File: src/rtl/srmr_pkg.sv
`default_nettype none

package srmr_pkg;

  localparam int unsigned FuncW = 2;
  localparam int unsigned CmdW  = 32;
  localparam int unsigned CodeW = 16;
  localparam int unsigned DbmW  = 8;

  localparam logic [FuncW-1:0] FUNC_IDLE  = 2'd0;
  localparam logic [FuncW-1:0] FUNC_WRITE = 2'd1;
  localparam logic [FuncW-1:0] FUNC_READ  = 2'd2;

  localparam logic signed [DbmW-1:0] THRESH_RESET = -8'sd75;

  localparam logic [3:0] GAIN_0  = 4'h0;
  localparam logic [3:0] GAIN_4  = 4'h4;
  localparam logic [3:0] GAIN_8  = 4'h8;
  localparam logic [3:0] GAIN_9  = 4'h9;
  localparam logic [3:0] GAIN_10 = 4'hA;

  localparam logic [7:0] OFFS_0  = 8'd113;
  localparam logic [7:0] OFFS_4  = 8'd90;
  localparam logic [7:0] OFFS_8  = 8'd65;
  localparam logic [7:0] OFFS_9  = 8'd53;
  localparam logic [7:0] OFFS_10 = 8'd17;

  localparam logic signed [DbmW-1:0] RSSI_BASE = 8'sd98;

  // The gain nibble picks an offset that is added to the 7-bit level;
  // half of the corrected level, less the base, is the RSSI in dBm.
  function automatic logic signed [DbmW-1:0] decode_rssi(input logic [CodeW-1:0] code);
    logic [7:0] offs;
    logic [7:0] lvl;
    case (code[10:7])
      GAIN_0:  offs = OFFS_0;
      GAIN_4:  offs = OFFS_4;
      GAIN_8:  offs = OFFS_8;
      GAIN_9:  offs = OFFS_9;
      GAIN_10: offs = OFFS_10;
      default: offs = 8'd0;
    endcase
    lvl = {1'b0, code[6:0]} + offs;
    return $signed({1'b0, lvl[7:1]}) - RSSI_BASE;
  endfunction

endpackage

`default_nettype wire

File: src/rtl/srmr_in_if.sv
`default_nettype none

interface srmr_in_if;
  logic                           valid;
  logic                           ready;
  logic [srmr_pkg::FuncW-1:0]     func;
  logic [srmr_pkg::CmdW-1:0]      command_word;
  logic                           release_latch;
  logic                           serial_in;

  modport source (output valid, func, command_word, release_latch, serial_in, input ready);
  modport sink   (input valid, func, command_word, release_latch, serial_in, output ready);
endinterface

`default_nettype wire

File: src/rtl/srmr_out_if.sv
`default_nettype none

interface srmr_out_if;
  logic                               valid;
  logic                               ready;
  logic                               clock_pin;
  logic                               data_pin;
  logic                               latch_pin;
  logic                               busy_res;
  logic                               done_res;
  logic [srmr_pkg::CodeW-1:0]         read_code;
  logic signed [srmr_pkg::DbmW-1:0]   rssi_dbm;
  logic                               channel_clear;

  modport source (output valid, clock_pin, data_pin, latch_pin, busy_res, done_res,
                  read_code, rssi_dbm, channel_clear, input ready);
  modport sink   (input valid, clock_pin, data_pin, latch_pin, busy_res, done_res,
                  read_code, rssi_dbm, channel_clear, output ready);
endinterface

`default_nettype wire

File: src/rtl/serial_register_master_rssi_core.sv
// Channel   Direction  Carries
// in_i      sink       one beat per serial tick: func, command_word, release_latch, serial_in
// out_o     source     one beat per input beat: pin levels, status, readback and RSSI
// cfg_*     write      clear_threshold_dbm, taken whenever cfg_we_i is high
//
// Each input beat is one tick of the serial line and yields one output beat in the next cycle.
// One beat a cycle is sustained while out_o.ready is high; the tick state machine and result register update together.
// A write takes 2 + 2*WORD_BITS ticks, a read 4 + 2*WORD_BITS + 2*READ_BITS ticks.
// Reset returns the line to idle with the latch low and the threshold at -75 dBm.
// While the result register is full and out_o.ready is low, in_i.ready is low.

`default_nettype none

module serial_register_master_rssi_core #(
  parameter int unsigned WORD_BITS = 32,
  parameter int unsigned READ_BITS = 16
) (
  input  wire logic                          clk_i,
  input  wire logic                          rst_ni,
  srmr_in_if.sink                            in_i,
  srmr_out_if.source                         out_o,
  input  wire logic                          cfg_we_i,
  input  wire logic [srmr_pkg::DbmW-1:0]     cfg_data_i
);

  localparam int unsigned MaxBits = (WORD_BITS > READ_BITS) ? WORD_BITS : READ_BITS;
  localparam int unsigned CntW    = $clog2(MaxBits);

  typedef enum logic [2:0] {
    PH_IDLE,
    PH_SH_LO,
    PH_SH_HI,
    PH_LATCH,
    PH_DUM_HI,
    PH_DUM_LO,
    PH_RD_HI,
    PH_RD_LO
  } phase_e;

  typedef struct packed {
    logic                             clock_pin;
    logic                             data_pin;
    logic                             latch_pin;
    logic                             busy_res;
    logic                             done_res;
    logic [srmr_pkg::CodeW-1:0]       read_code;
    logic signed [srmr_pkg::DbmW-1:0] rssi_dbm;
    logic                             channel_clear;
  } result_t;

  phase_e                           phase_q, phase_d;
  logic [CntW-1:0]                  bit_cnt_q, bit_cnt_d;
  logic [WORD_BITS-1:0]             out_shift_q, out_shift_d;
  logic [srmr_pkg::CodeW-1:0]       in_shift_q, in_shift_d;
  logic                             is_read_q, is_read_d;
  logic                             keep_latch_q, keep_latch_d;
  logic [srmr_pkg::CodeW-1:0]       last_code_q, last_code_d;
  logic signed [srmr_pkg::DbmW-1:0] thresh_q;
  logic                             out_valid_q;
  result_t                          res_q, res_d;
  logic                             in_acc;
  logic                             start;

  assign in_i.ready = !out_valid_q || out_o.ready;
  assign in_acc     = in_i.valid && in_i.ready;
  assign start      = (in_i.func == srmr_pkg::FUNC_WRITE) || (in_i.func == srmr_pkg::FUNC_READ);

  always_comb begin
    phase_d      = phase_q;
    bit_cnt_d    = bit_cnt_q;
    out_shift_d  = out_shift_q;
    in_shift_d   = in_shift_q;
    is_read_d    = is_read_q;
    keep_latch_d = keep_latch_q;
    last_code_d  = last_code_q;
    res_d        = '0;
    res_d.busy_res = 1'b1;

    unique case (phase_q)
      PH_IDLE: begin
        if (start) begin
          out_shift_d  = WORD_BITS'(in_i.command_word);
          is_read_d    = (in_i.func == srmr_pkg::FUNC_READ);
          keep_latch_d = !in_i.release_latch;
          bit_cnt_d    = '0;
          in_shift_d   = '0;
          phase_d      = PH_SH_LO;
        end else begin
          res_d.busy_res  = 1'b0;
          res_d.latch_pin = keep_latch_q;
        end
      end
      PH_SH_LO: begin
        res_d.data_pin = out_shift_q[WORD_BITS-1];
        phase_d        = PH_SH_HI;
      end
      PH_SH_HI: begin
        res_d.clock_pin = 1'b1;
        res_d.data_pin  = out_shift_q[WORD_BITS-1];
        out_shift_d     = {out_shift_q[WORD_BITS-2:0], 1'b0};
        if (bit_cnt_q == CntW'(WORD_BITS - 1)) begin
          bit_cnt_d = '0;
          phase_d   = PH_LATCH;
        end else begin
          bit_cnt_d = CntW'(bit_cnt_q + 1'b1);
          phase_d   = PH_SH_LO;
        end
      end
      PH_LATCH: begin
        res_d.latch_pin = 1'b1;
        if (is_read_q) begin
          phase_d = PH_DUM_HI;
        end else begin
          res_d.done_res = 1'b1;
          phase_d        = PH_IDLE;
        end
      end
      PH_DUM_HI: begin
        res_d.clock_pin = 1'b1;
        res_d.latch_pin = 1'b1;
        phase_d         = PH_DUM_LO;
      end
      PH_DUM_LO: begin
        res_d.latch_pin = 1'b1;
        bit_cnt_d       = '0;
        phase_d         = PH_RD_HI;
      end
      PH_RD_HI: begin
        res_d.clock_pin = 1'b1;
        res_d.latch_pin = 1'b1;
        phase_d         = PH_RD_LO;
      end
      PH_RD_LO: begin
        in_shift_d = {in_shift_q[srmr_pkg::CodeW-2:0], in_i.serial_in};
        if (bit_cnt_q == CntW'(READ_BITS - 1)) begin
          last_code_d    = in_shift_d;
          keep_latch_d   = 1'b0;
          bit_cnt_d      = '0;
          res_d.done_res = 1'b1;
          phase_d        = PH_IDLE;
        end else begin
          res_d.latch_pin = 1'b1;
          bit_cnt_d       = CntW'(bit_cnt_q + 1'b1);
          phase_d         = PH_RD_HI;
        end
      end
      default: begin
        phase_d = PH_IDLE;
      end
    endcase

    res_d.read_code     = last_code_d;
    res_d.rssi_dbm      = srmr_pkg::decode_rssi(last_code_d);
    res_d.channel_clear = (res_d.rssi_dbm < thresh_q);
  end

  always_ff @(posedge clk_i or negedge rst_ni) begin
    if (!rst_ni) begin
      phase_q      <= PH_IDLE;
      bit_cnt_q    <= '0;
      out_shift_q  <= '0;
      in_shift_q   <= '0;
      is_read_q    <= 1'b0;
      keep_latch_q <= 1'b0;
      last_code_q  <= '0;
      out_valid_q  <= 1'b0;
      res_q        <= '0;
    end else begin
      if (in_acc) begin
        phase_q      <= phase_d;
        bit_cnt_q    <= bit_cnt_d;
        out_shift_q  <= out_shift_d;
        in_shift_q   <= in_shift_d;
        is_read_q    <= is_read_d;
        keep_latch_q <= keep_latch_d;
        last_code_q  <= last_code_d;
        res_q        <= res_d;
        out_valid_q  <= 1'b1;
      end else if (out_o.ready) begin
        out_valid_q  <= 1'b0;
      end
    end
  end

  always_ff @(posedge clk_i or negedge rst_ni) begin
    if (!rst_ni) begin
      thresh_q <= srmr_pkg::THRESH_RESET;
    end else if (cfg_we_i) begin
      thresh_q <= $signed(cfg_data_i);
    end
  end

  assign out_o.valid         = out_valid_q;
  assign out_o.clock_pin     = res_q.clock_pin;
  assign out_o.data_pin      = res_q.data_pin;
  assign out_o.latch_pin     = res_q.latch_pin;
  assign out_o.busy_res      = res_q.busy_res;
  assign out_o.done_res      = res_q.done_res;
  assign out_o.read_code     = res_q.read_code;
  assign out_o.rssi_dbm      = res_q.rssi_dbm;
  assign out_o.channel_clear = res_q.channel_clear;

`ifndef SYNTHESIS
  a_no_overwrite: assert property (@(posedge clk_i) disable iff (!rst_ni)
    !(in_acc && out_valid_q && !out_o.ready))
    else $error("result register overwritten before its beat was taken");

  a_acc_fills: assert property (@(posedge clk_i) disable iff (!rst_ni)
    in_acc |=> out_valid_q)
    else $error("accepted beat produced no result");

  a_start_shifts: assert property (@(posedge clk_i) disable iff (!rst_ni)
    (in_acc && phase_q == PH_IDLE && start) |=> (phase_q == PH_SH_LO && res_q.busy_res))
    else $error("command in idle did not start a transfer");

  a_done_busy: assert property (@(posedge clk_i) disable iff (!rst_ni)
    (in_acc && res_d.done_res) |=> (phase_q == PH_IDLE && res_q.busy_res))
    else $error("transfer completion did not return to idle");
`endif

endmodule

`default_nettype wire

File: src/flat_wrapper.sv
// flat-port wrapper written by rule: the top's interface ports become plain ports
module serial_register_master_rssi_core_flat 
#(
  parameter int unsigned WORD_BITS = 32,
  parameter int unsigned READ_BITS = 16
)
  (clk_i, rst_ni, cfg_we_i, cfg_data_i, in_i_valid, in_i_func, in_i_command_word, in_i_release_latch, in_i_serial_in, in_i_ready, out_o_valid, out_o_clock_pin, out_o_data_pin, out_o_latch_pin, out_o_busy_res, out_o_done_res, out_o_read_code, out_o_rssi_dbm, out_o_channel_clear, out_o_ready);
  srmr_in_if in_i_i ();
  srmr_out_if out_o_i ();
  input  wire logic clk_i;
  input  wire logic rst_ni;
  input  wire logic cfg_we_i;
  input  wire logic [srmr_pkg::DbmW-1:0] cfg_data_i;
  input wire logic [$bits(in_i_i.valid)-1:0] in_i_valid;
  input wire logic [$bits(in_i_i.func)-1:0] in_i_func;
  input wire logic [$bits(in_i_i.command_word)-1:0] in_i_command_word;
  input wire logic [$bits(in_i_i.release_latch)-1:0] in_i_release_latch;
  input wire logic [$bits(in_i_i.serial_in)-1:0] in_i_serial_in;
  output wire logic [$bits(in_i_i.ready)-1:0] in_i_ready;
  output wire logic [$bits(out_o_i.valid)-1:0] out_o_valid;
  output wire logic [$bits(out_o_i.clock_pin)-1:0] out_o_clock_pin;
  output wire logic [$bits(out_o_i.data_pin)-1:0] out_o_data_pin;
  output wire logic [$bits(out_o_i.latch_pin)-1:0] out_o_latch_pin;
  output wire logic [$bits(out_o_i.busy_res)-1:0] out_o_busy_res;
  output wire logic [$bits(out_o_i.done_res)-1:0] out_o_done_res;
  output wire logic [$bits(out_o_i.read_code)-1:0] out_o_read_code;
  output wire logic [$bits(out_o_i.rssi_dbm)-1:0] out_o_rssi_dbm;
  output wire logic [$bits(out_o_i.channel_clear)-1:0] out_o_channel_clear;
  input wire logic [$bits(out_o_i.ready)-1:0] out_o_ready;
  assign in_i_i.valid = in_i_valid;
  assign in_i_i.func = in_i_func;
  assign in_i_i.command_word = in_i_command_word;
  assign in_i_i.release_latch = in_i_release_latch;
  assign in_i_i.serial_in = in_i_serial_in;
  assign in_i_ready = in_i_i.ready;
  assign out_o_valid = out_o_i.valid;
  assign out_o_clock_pin = out_o_i.clock_pin;
  assign out_o_data_pin = out_o_i.data_pin;
  assign out_o_latch_pin = out_o_i.latch_pin;
  assign out_o_busy_res = out_o_i.busy_res;
  assign out_o_done_res = out_o_i.done_res;
  assign out_o_read_code = out_o_i.read_code;
  assign out_o_rssi_dbm = out_o_i.rssi_dbm;
  assign out_o_channel_clear = out_o_i.channel_clear;
  assign out_o_i.ready = out_o_ready;
  serial_register_master_rssi_core #(.WORD_BITS(WORD_BITS), .READ_BITS(READ_BITS)) u_core (.clk_i(clk_i), .rst_ni(rst_ni), .in_i(in_i_i), .out_o(out_o_i), .cfg_we_i(cfg_we_i), .cfg_data_i(cfg_data_i));
endmodule
File: config.mk
export PLATFORM = sky130hd
export DESIGN_NAME = serial_register_master_rssi_core_flat
export DESIGN_NICKNAME = d
export VERILOG_FILES = /design/src/rtl/srmr_pkg.sv /design/src/rtl/srmr_in_if.sv /design/src/rtl/srmr_out_if.sv /design/src/rtl/serial_register_master_rssi_core.sv /design/src/flat_wrapper.sv
export SDC_FILE = /design/constraint.sdc
export NUM_CORES = 1
export LEC_CHECK = 0
export BUFFER_PORTS_ARGS = -buffer_cell sky130_fd_sc_hd__buf_2
export CORE_MARGIN = 3
export CORE_UTILIZATION = 38
export CTS_CLUSTER_DIAMETER = 50
export DETAILED_ROUTE_END_ITERATION = 10
export SLEW_MARGIN = 15
export SYNTH_ARGS = -nofsm -noshare
export SYNTH_HDL_FRONTEND = slang
export SYNTH_SLANG_ARGS = --single-unit
File: constraint.sdc
create_clock -name clk_i -period 14.1 [get_ports clk_i]
set_input_delay 1.41 -clock clk_i [delete_from_list [all_inputs] [get_ports clk_i]]
set_output_delay 1.41 -clock clk_i [all_outputs]
set_load 0.05 [all_outputs]
## Yosys cells after proc, flatten, opt, wreduce, memory -nomap -nowiden

Cells that the tools add are included.

- $lt $le $gt $ge: 1
- Multiplexer cells: 30
- $add $sub $neg: 3
- Reduce and logical (&&, ||, !) cells: 21
- Eq/ne operators: 17

Operators with widths:

| operator | number |
|---|---|
| 32-bit case mux with 2 select lines | 1 |
| 7-bit case mux with 5 select lines | 1 |
| 32-bit two-way mux | 1 |
| 15-bit case mux with 2 select lines | 1 |
| 3-bit case mux with 8 select lines | 1 |
| 11-bit two-way mux | 2 |
| 5-bit case mux with 4 select lines | 1 |
| 15-bit two-way mux | 1 |
| 5-bit two-way mux | 3 |
| 3-bit AND reduction | 5 |
| 3-bit == test (second input constant) | 4 |
| 4-bit == test (second input constant) | 3 |
| 1-bit two-way mux | 10 |
| 3-bit two-way mux | 3 |
| 7-bit by 7-bit adder with 8-bit output | 1 |
| 8-bit less-than comparator | 1 |
| 7-bit by 7-bit subtractor with 8-bit output (second input constant) | 1 |
| 3-bit by 2-bit == test with 1-bit output (second input constant) | 2 |
| 2-bit nonzero test | 3 |
| 5-bit by 1-bit adder with 5-bit output (second input constant) | 1 |
| 5-bit by 4-bit == test with 1-bit output (second input constant) | 1 |
| 5-bit == test (second input constant) | 1 |
| 4-bit by 3-bit == test with 1-bit output (second input constant) | 1 |
| 4-bit logical NOT | 1 |
| 17 further kinds | 22 |

- Logic and storage cells: 89
- Output and inout port bits: 32
- Input bits: 49
- Flip-flop bits (word level): 96

## Logic depth before layout (Yosys ltp)

Gate-level depths: netlist of the first run.

- Depth in word-level cells: 8
- Gate-level depth with buffers: 21

## Worst setup path after synthesis of the first run

Ideal clock, no wire load.

- Path type: reg-to-reg
- Start: reg u_core.bit_cnt_q[0]
- End: reg u_core.res_q, in the netlist u_core.out_o.channel_clear
- Data arrival time: 4.563 ns
- Stages on the path, launching flop included: 22
- Required time: 14.034 ns
- Setup slack: 9.471 ns
- Cells stage by stage: dfrtp_1 > ha_1 > and3_1 > ha_1 > nand4_1 > clkbuf_1 > clkbuf_1 > nand3b_1 > a21oi_1 > ha_1 > clkbuf_1 > a21oi_1 > a21boi_0 > nor2_1 > a2111oi_0 > o2bb2ai_1 > a21o_1 > and2_1 > ha_1 > nand2b_1 > a2111oi_0 > o22a_1

RTL lines:

| element | RTL line | source |
|---|---|---|
| from (decl) | serial_register_master_rssi_core.sv:52 | `logic [CntW-1:0] bit_cnt_q, bit_cnt_d;` |
| from (signal assigned) | serial_register_master_rssi_core.sv:171 | `bit_cnt_q <= bit_cnt_d;` |
| to (signal assigned) | serial_register_master_rssi_core.sv:177 | `res_q <= res_d;` |
| to (decl) | serial_register_master_rssi_core.sv:60 | `result_t res_q, res_d;` |

==> results of run 1 <==
## worst register-to-register path, delay by kind of cell (launching register included)
kind,cells,cell delay [ns]
AOI/OAI and AO/OA,8,2.48
adders and majority gates,4,0.97
DFF,1,0.39
and+or+nand+nor,6,1.37
## routing by layer
metal | part of all wire | track usage | vias up | wire length [um]
li1 | - | - | 1941 | -
met1 | 0.43 | 0.197 | 1804 | 4590
met3 | 0.068 | 0.0613 | 9 | 739
met5 | 0 | 0 | - | 0
met4 | 0.0079 | 0.0368 | 0 | 85
met2 | 0.50 | 0.265 | 83 | 5380
## state kept, by name, indices dropped and copies added, names as in the netlist
register,count
u_core.bit_cnt_q,5
u_core.in_shift_q,15
u_core.is_read_q,1
u_core.keep_latch_q,1
u_core.last_code_q,16
u_core.out_o.busy_res,1
u_core.out_o.channel_clear,1
u_core.out_o.clock_pin,1
u_core.out_o.data_pin,1
u_core.out_o.done_res,1
u_core.out_o.latch_pin,1
u_core.out_o.rssi_dbm,8
u_core.out_o.valid,1
u_core.out_shift_q,32
u_core.phase_q,3
u_core.thresh_q,8
## kinds of logic (layout without fill, tap and decap cells)
logic type,Yosys count,after routing
AO/OA/AOI/OAI,107,107
flip-flops,96,96
adder cells (fa/ha/maj),21,21
buffers and inverters,46,117
AND/OR/NAND/NOR,189,189
multiplexers,53,53
XOR/XNOR,10,10
## layout make-up
cell class	count	share of cell area
multi-input combinational	380	0.414
sequential	96	0.411
tap	172	0.0367
timing repair buffer	84	0.0739
clock buffer	10	0.0391
inverter	17	0.0109
clock inverter	6	0.0143
## cells in the mapped netlist, types with 9 or more instances
master                     number  area (sq um)
sky130_fd_sc_hd__ha_1          19           238
sky130_fd_sc_hd__mux2i_1       32           320
sky130_fd_sc_hd__clkbuf_1      23          86.3
sky130_fd_sc_hd__inv_1         16          60.1
sky130_fd_sc_hd__nand3_1       25           125
sky130_fd_sc_hd__nor2_1        14          52.6
sky130_fd_sc_hd__a21oi_1       12          60.1
sky130_fd_sc_hd__dfrtp_1       91          2280
sky130_fd_sc_hd__nand2_1      116           435
sky130_fd_sc_hd__a21o_1         9          67.6
sky130_fd_sc_hd__nand2b_1       9          56.3
sky130_fd_sc_hd__o21ai_0       55           275
sky130_fd_sc_hd__mux2_2        21           236
## stage by stage
stage	power (mW)	instance area, sq um
floorplan	0.535	5000
global placement	0.584	5550
detailed placement	0.593	5550
CTS	0.854	5860
global route	0.902	5860
finish	0.840	5860
## power by group through the flow
stage	Clock, mW	Combinational [mW]	Sequential, mW
2_1_floorplan	0	0.138	0.397
3_3_place_gp	0	0.193	0.391
3_5_place_dp	0	0.200	0.394
4_1_cts	0.265	0.200	0.389
5_1_grt	0.277	0.225	0.400
6_report	0.257	0.195	0.388
## final timing paths
path	start	end	slack [ns]	cells past startpoint
max in group asynchronous	rst_ni	u_core.bit_cnt_q[2]	11.92	2
worst min-delay path	u_core.out_o.rssi_dbm[3]	u_core.out_o.rssi_dbm[3]	0.47	2
worst max-delay path	u_core.bit_cnt_q[1]	u_core.out_o.channel_clear	8.84	18
min in group asynchronous	rst_ni	u_core.in_shift_q[4]	1.01	1
worst min register to register	u_core.out_o.rssi_dbm[3]	u_core.out_o.rssi_dbm[3]	0.47	2
worst max register to register	u_core.bit_cnt_q[1]	u_core.out_o.channel_clear	8.84	18
==> impl_metrics.ini, run 1 <==
[status]
run_status = finished clean

[sta]
final_max_slew_viol_count = 0
whs_ns = 0.466
min_period_ns = 5.26
tightestPinTransition_ns = 1.00
final_min_period_over_clock_period = 0.373
hold_viol = 0
rsz_0062_raised_after_global_routing = false
setup_slack_ns = 8.84
skew_ns = 0.00572
timing.setup.tns_ns = 0
slew_headroom = 0.333
max_freq_mhz = 190
timing.final.setup_violations = 0

[detailed_routing]
vias_per_cell = 5.02
detail-route-antenna-nets = 0
vias = 3837
drt-initial-drc-count = 164
post_drt_wl_per_cell_um = 14.1
drt_wl_total_mm = 10.8
drc = 0
drt-pass1-iter-count = 4

[pwr]
power_per_cell_area_mw_per_mm2 = 143
p_comb_frac = 0.232
vdd_drop_max_v = 0.0000986
p_leak_nw = 2.86
power.switching_fraction = 0.321
seq_power_share = 0.462
p_int_mw = 0.570
power_frac_clock = 0.306
netSwitchingPower_mw = 0.270

[critical_path]
timing.critical_path.cells = ha_1 -> and3_1 -> ha_1 -> nand4_1 -> o31a_1 -> a21oi_1 -> ha_1 -> a21oi_1 -> and3b_1 -> nor2_1 -> a2111oi_0 -> o2bb2ai_1 -> a21o_1 -> and2_1 -> ha_1 -> nand2b_1 -> a2111oi_0 -> o22a_1
startpoint_type = flop
critical-path-top-delay-family = compound AO/OA/AOI/OAI gates
critPathCaptureType = flop
worst-setup-path-type = reg -> reg
timing.critical_path.required_ns = 14.38
worst_ep_arrival_time_ns = 5.54
critical-path-slowest-cell = sky130_fd_sc_hd__nand4_1
critical-path-top-cell-by-count = sky130_fd_sc_hd__ha_1
timing.critical_path.fanout_max = 20
cp.buffers_inverters = 0
timing.critical_path.slowest_cell_delay_ns = 0.61

[grt]
first_global_vias = 3877
global_route.overflow_total = 0
maximum_number_of_pins_on_one_net_before_global_route_repair = 65
wire_length_of_the_first_global_routing_pass_mm = 18.7
global_route_usage_over_all_layers = 0.160
grt_antenna_before_repair = 0

[clock_tree]
clkLatencyLatePin_ns = 0.34
ctsLongestPathBuffers = 2
cts_inserted_buffers = 9
number_of_clock_sinks = 96
ctsHoldBuffers = 0
clock_tree.root_cell = sky130_fd_sc_hd__clkbuf_16
clkTransAtPathRegs_ns = 0.06
cts_htree_levels = 3
postCtsResizedCells = 0
post-cts-setup-buffer-count = 0
tritoncts_clock_tree = yes

[synthesis]
synth-compound-area-share = 0.131
post_synth_inst_count = 522
syn_avg_cell_area_sq_um = 9.59
synth_seq_area_share = 0.481
synthAdderAreaFrac = 0.0538
edff_count_synth = 0
synth.mux.area_fraction = 0.111
post_synth_xor_area_fraction = 0.0190
ys_async_sr_fraction = 1.00
synth_top_family_by_area = simple AND/OR/NAND/NOR gates
synthSimpleGateAreaFrac = 0.168
synth_cell_types = 54
cell_area_after_synthesis_sq_mm = 0.00500
yosysWarningCount = 0
flops_latches_synth = 96
synth_ff_type = sky130_fd_sc_hd__dfrtp_1
postSynthNetCount = 591

[die]
die_width_um = 121
area_of_the_core_region_sq_mm = 0.0127
top_level_ports = 81
start_util = 0.393
die-height_um = 121
floorplan.rows = 41
die_area_sq_mm = 0.0146

[place]
gp_routability_congestion = 0.958
dp_hpwl_mm = 7.71
place_ws_ns = 8.85
numPlacedInstances = 749
place.port_buffers = 80

[final_layout]
layoutNonFillerInstCount = 765
num-nets-final = 657
final-seq-area_sq_mm = 0.00241
fin_util = 0.461
drive_gt1_frac = 0.226
mostFrequentLayoutCells = sky130_fd_sc_hd__nand2_1 (116), sky130_fd_sc_hd__dfrtp_1 (91), sky130_fd_sc_hd__buf_2 (79), sky130_fd_sc_hd__o21ai_0 (55), sky130_fd_sc_hd__mux2i_1 (32)
area.growth.synth_to_final_pct = 17.1
fillerInstances = 1272
antenna-diode-count = 0
multi_input_comb_area_sq_mm = 0.00243
mostFrequentLayoutCell = sky130_fd_sc_hd__nand2_1

[hold_path]
timing.hold.worst.class = reg -> reg

[run]
timing.max_cap.violations = 0
(Power assumes the default switching activity.)
==> inputs of run 2 (changes only) <==
==> constraint.sdc (replaced) <==
create_clock -name clk_i -period 5.4 [get_ports clk_i]
set_input_delay 0.54 -clock clk_i [delete_from_list [all_inputs] [get_ports clk_i]]
set_output_delay 0.54 -clock clk_i [all_outputs]
set_load 0.05 [all_outputs]
==> run 2 against run 1 <==
Net effect:
- die area unchanged
- clock-buffer cell count unchanged
- hold slack got worse by 0.25 ns
- power increased to 2.6 times the previous value
- critical path depth increased by 2
- critical path type unchanged
==> impl_metrics.ini, run 2 (synthesis results as in run 1) <==
[sta]
min_period_ns = 4.84
whs_ns = 0.212
skew_ns = 0.0118
final_min_period_over_clock_period = 0.896
tightestPinTransition_ns = 0.990
setup_slack_ns = 0.563
hold_viol = 0
slew_headroom = 0.339
timing.setup.tns_ns = 0
timing.final.setup_violations = 0
rsz_0062_raised_after_global_routing = false
max_freq_mhz = 207
final_max_slew_viol_count = 0

[critical_path]
worst_ep_arrival_time_ns = 5.12
rr_startpoint = u_core.bit_cnt_q[0]
startpoint_type = flop
timing.critical_path.fanout_max = 7
worst-setup-path-type = reg -> reg
timing.critical_path.required_ns = 5.68
critPathLaunch = u_core.bit_cnt_q[0]
critPathCaptureType = flop

[die]
die_width_um = 121
top_level_ports = 81
die_area_sq_mm = 0.0146
area_of_the_core_region_sq_mm = 0.0127
die-height_um = 121
start_util = 0.393
floorplan.rows = 41

[detailed_routing]
detail-route-antenna-nets = 0
drc = 0
drt_wl_total_mm = 11.0
vias_per_cell = 5.08
drt-initial-drc-count = 200
drt-pass1-iter-count = 4
post_drt_wl_per_cell_um = 14.3
vias = 3903

[clock_tree]
cts_htree_levels = 3
clkLatencyLatePin_ns = 0.35
ctsHoldBuffers = 0
clkTransAtPathRegs_ns = 0.07
number_of_clock_sinks = 96
tritoncts_clock_tree = yes
cts_inserted_buffers = 9
clock_tree.root_cell = sky130_fd_sc_hd__clkbuf_16
postCtsResizedCells = 0
ctsLongestPathBuffers = 2
post-cts-setup-buffer-count = 0

[place]
dpl_cell_area_sq_mm = 0.00557
gp_routability_congestion = 0.817
dp_hpwl_mm = 7.99
place_ws_ns = 0.567
place.port_buffers = 80
numPlacedInstances = 752

[status]
run_status = finished clean

[grt]
global_route.overflow_total = 0
grt-busiest-layer = met2
maximum_number_of_pins_on_one_net_before_global_route_repair = 65
global_route_usage_over_all_layers = 0.162
grt_antenna_before_repair = 1
wire_length_of_the_first_global_routing_pass_mm = 19.1
global_routing_met2_resource_utilization = 0.273
globalRouteMet3Util = 0.0407
first_global_vias = 3998
grt_util_met1 = 0.204

[pwr]
report.power.total_mw = 2.17
vdd_drop_max_v = 0.000185
p_comb_frac = 0.245
p_int_mw = 1.45
netSwitchingPower_mw = 0.718
power_per_cell_area_mw_per_mm2 = 370
seq_power_share = 0.461
p_leak_nw = 2.87
power_frac_clock = 0.294
power.switching_fraction = 0.331

[hold_path]
timing.hold.worst.class = in -> async

[final_layout]
reg_top3 = u_core.out_shift_q (32), u_core.last_code_q (16), u_core.in_shift_q (15)
num-nets-final = 660
max_ffs_per_register = 32
area.growth.synth_to_final_pct = 17.2
layoutNonFillerInstCount = 768
postLayoutCellArea_sq_mm = 0.00586
mostFrequentLayoutCell = sky130_fd_sc_hd__nand2_1
mostFrequentLayoutCells = sky130_fd_sc_hd__nand2_1 (116), sky130_fd_sc_hd__dfrtp_1 (91), sky130_fd_sc_hd__buf_2 (79), sky130_fd_sc_hd__o21ai_0 (55), sky130_fd_sc_hd__mux2i_1 (32)
fin_util = 0.461
antenna-diode-count = 0
regMostFlops = u_core.out_shift_q
drive_gt1_frac = 0.230

[run]
timing.max_cap.violations = 0
[run 2: worst max-delay path, stage by stage (launching register included)]
cell and delay (ns):
sky130_fd_sc_hd__dfrtp_1 0.40, sky130_fd_sc_hd__ha_1 0.23, sky130_fd_sc_hd__and3_1 0.22, sky130_fd_sc_hd__ha_1 0.24
sky130_fd_sc_hd__nand2_1 0.11, sky130_fd_sc_hd__nor2_1 0.07, sky130_fd_sc_hd__or3_1 0.34, sky130_fd_sc_hd__o31a_1 0.13
sky130_fd_sc_hd__a21oi_1 0.31, sky130_fd_sc_hd__ha_1 0.30, sky130_fd_sc_hd__nand3_1 0.12, sky130_fd_sc_hd__a21boi_0 0.29
sky130_fd_sc_hd__nor2_1 0.15, sky130_fd_sc_hd__a2111oi_0 0.44, sky130_fd_sc_hd__o2bb2ai_1 0.15, sky130_fd_sc_hd__a21o_1 0.21
sky130_fd_sc_hd__and2_1 0.13, sky130_fd_sc_hd__ha_1 0.16, sky130_fd_sc_hd__nand2b_1 0.14, sky130_fd_sc_hd__a2111oi_0 0.41
sky130_fd_sc_hd__o22a_1 0.20
[run 2: metal layers]
layer | up-vias | wire [um]
met5 | - | 7
met4 | 2 | 157
met3 | 14 | 625
met2 | 81 | 5310
met1 | 1861 | 4900
li1 | 1945 | -
[run 2: layout make-up]
cell class	instances	area [sq um]
fillers	1263	6860
multi-input cells	380	2430
flip-flops and latches	96	2410
repair buffers	87	455
clock buffers	10	229
well taps	172	215
clock inverters	6	66.3
inverters	17	63.8
[run 2: worst paths after layout]
| kind | to | slack, ns | depth (start not counted) |
|---|---|---|---|
| setup / recovery | u_core.out_o.channel_clear | 0.56 | 20 |
| hold / removal | u_core.out_o.done_res | 0.21 | 1 |
| setup reg to reg | u_core.out_o.channel_clear | 0.56 | 20 |
| hold reg to reg | u_core.out_o.rssi_dbm[3] | 0.46 | 2 |
| max in group asynchronous | u_core.in_shift_q[11] | 4.13 | 2 |
| min in group clk_i | u_core.keep_latch_q | 0.37 | 2 |
[run 2: power by group through the flow]
stage	combinational, mW	clock (mW)	sequential (mW)
after floorplan	0.360	0	1.04
after global placement	0.526	0	1.01
after detailed placement	0.543	0	1.01
after CTS	0.542	0.662	1.00
after global routing	0.610	0.691	1.03
final	0.530	0.637	1.00
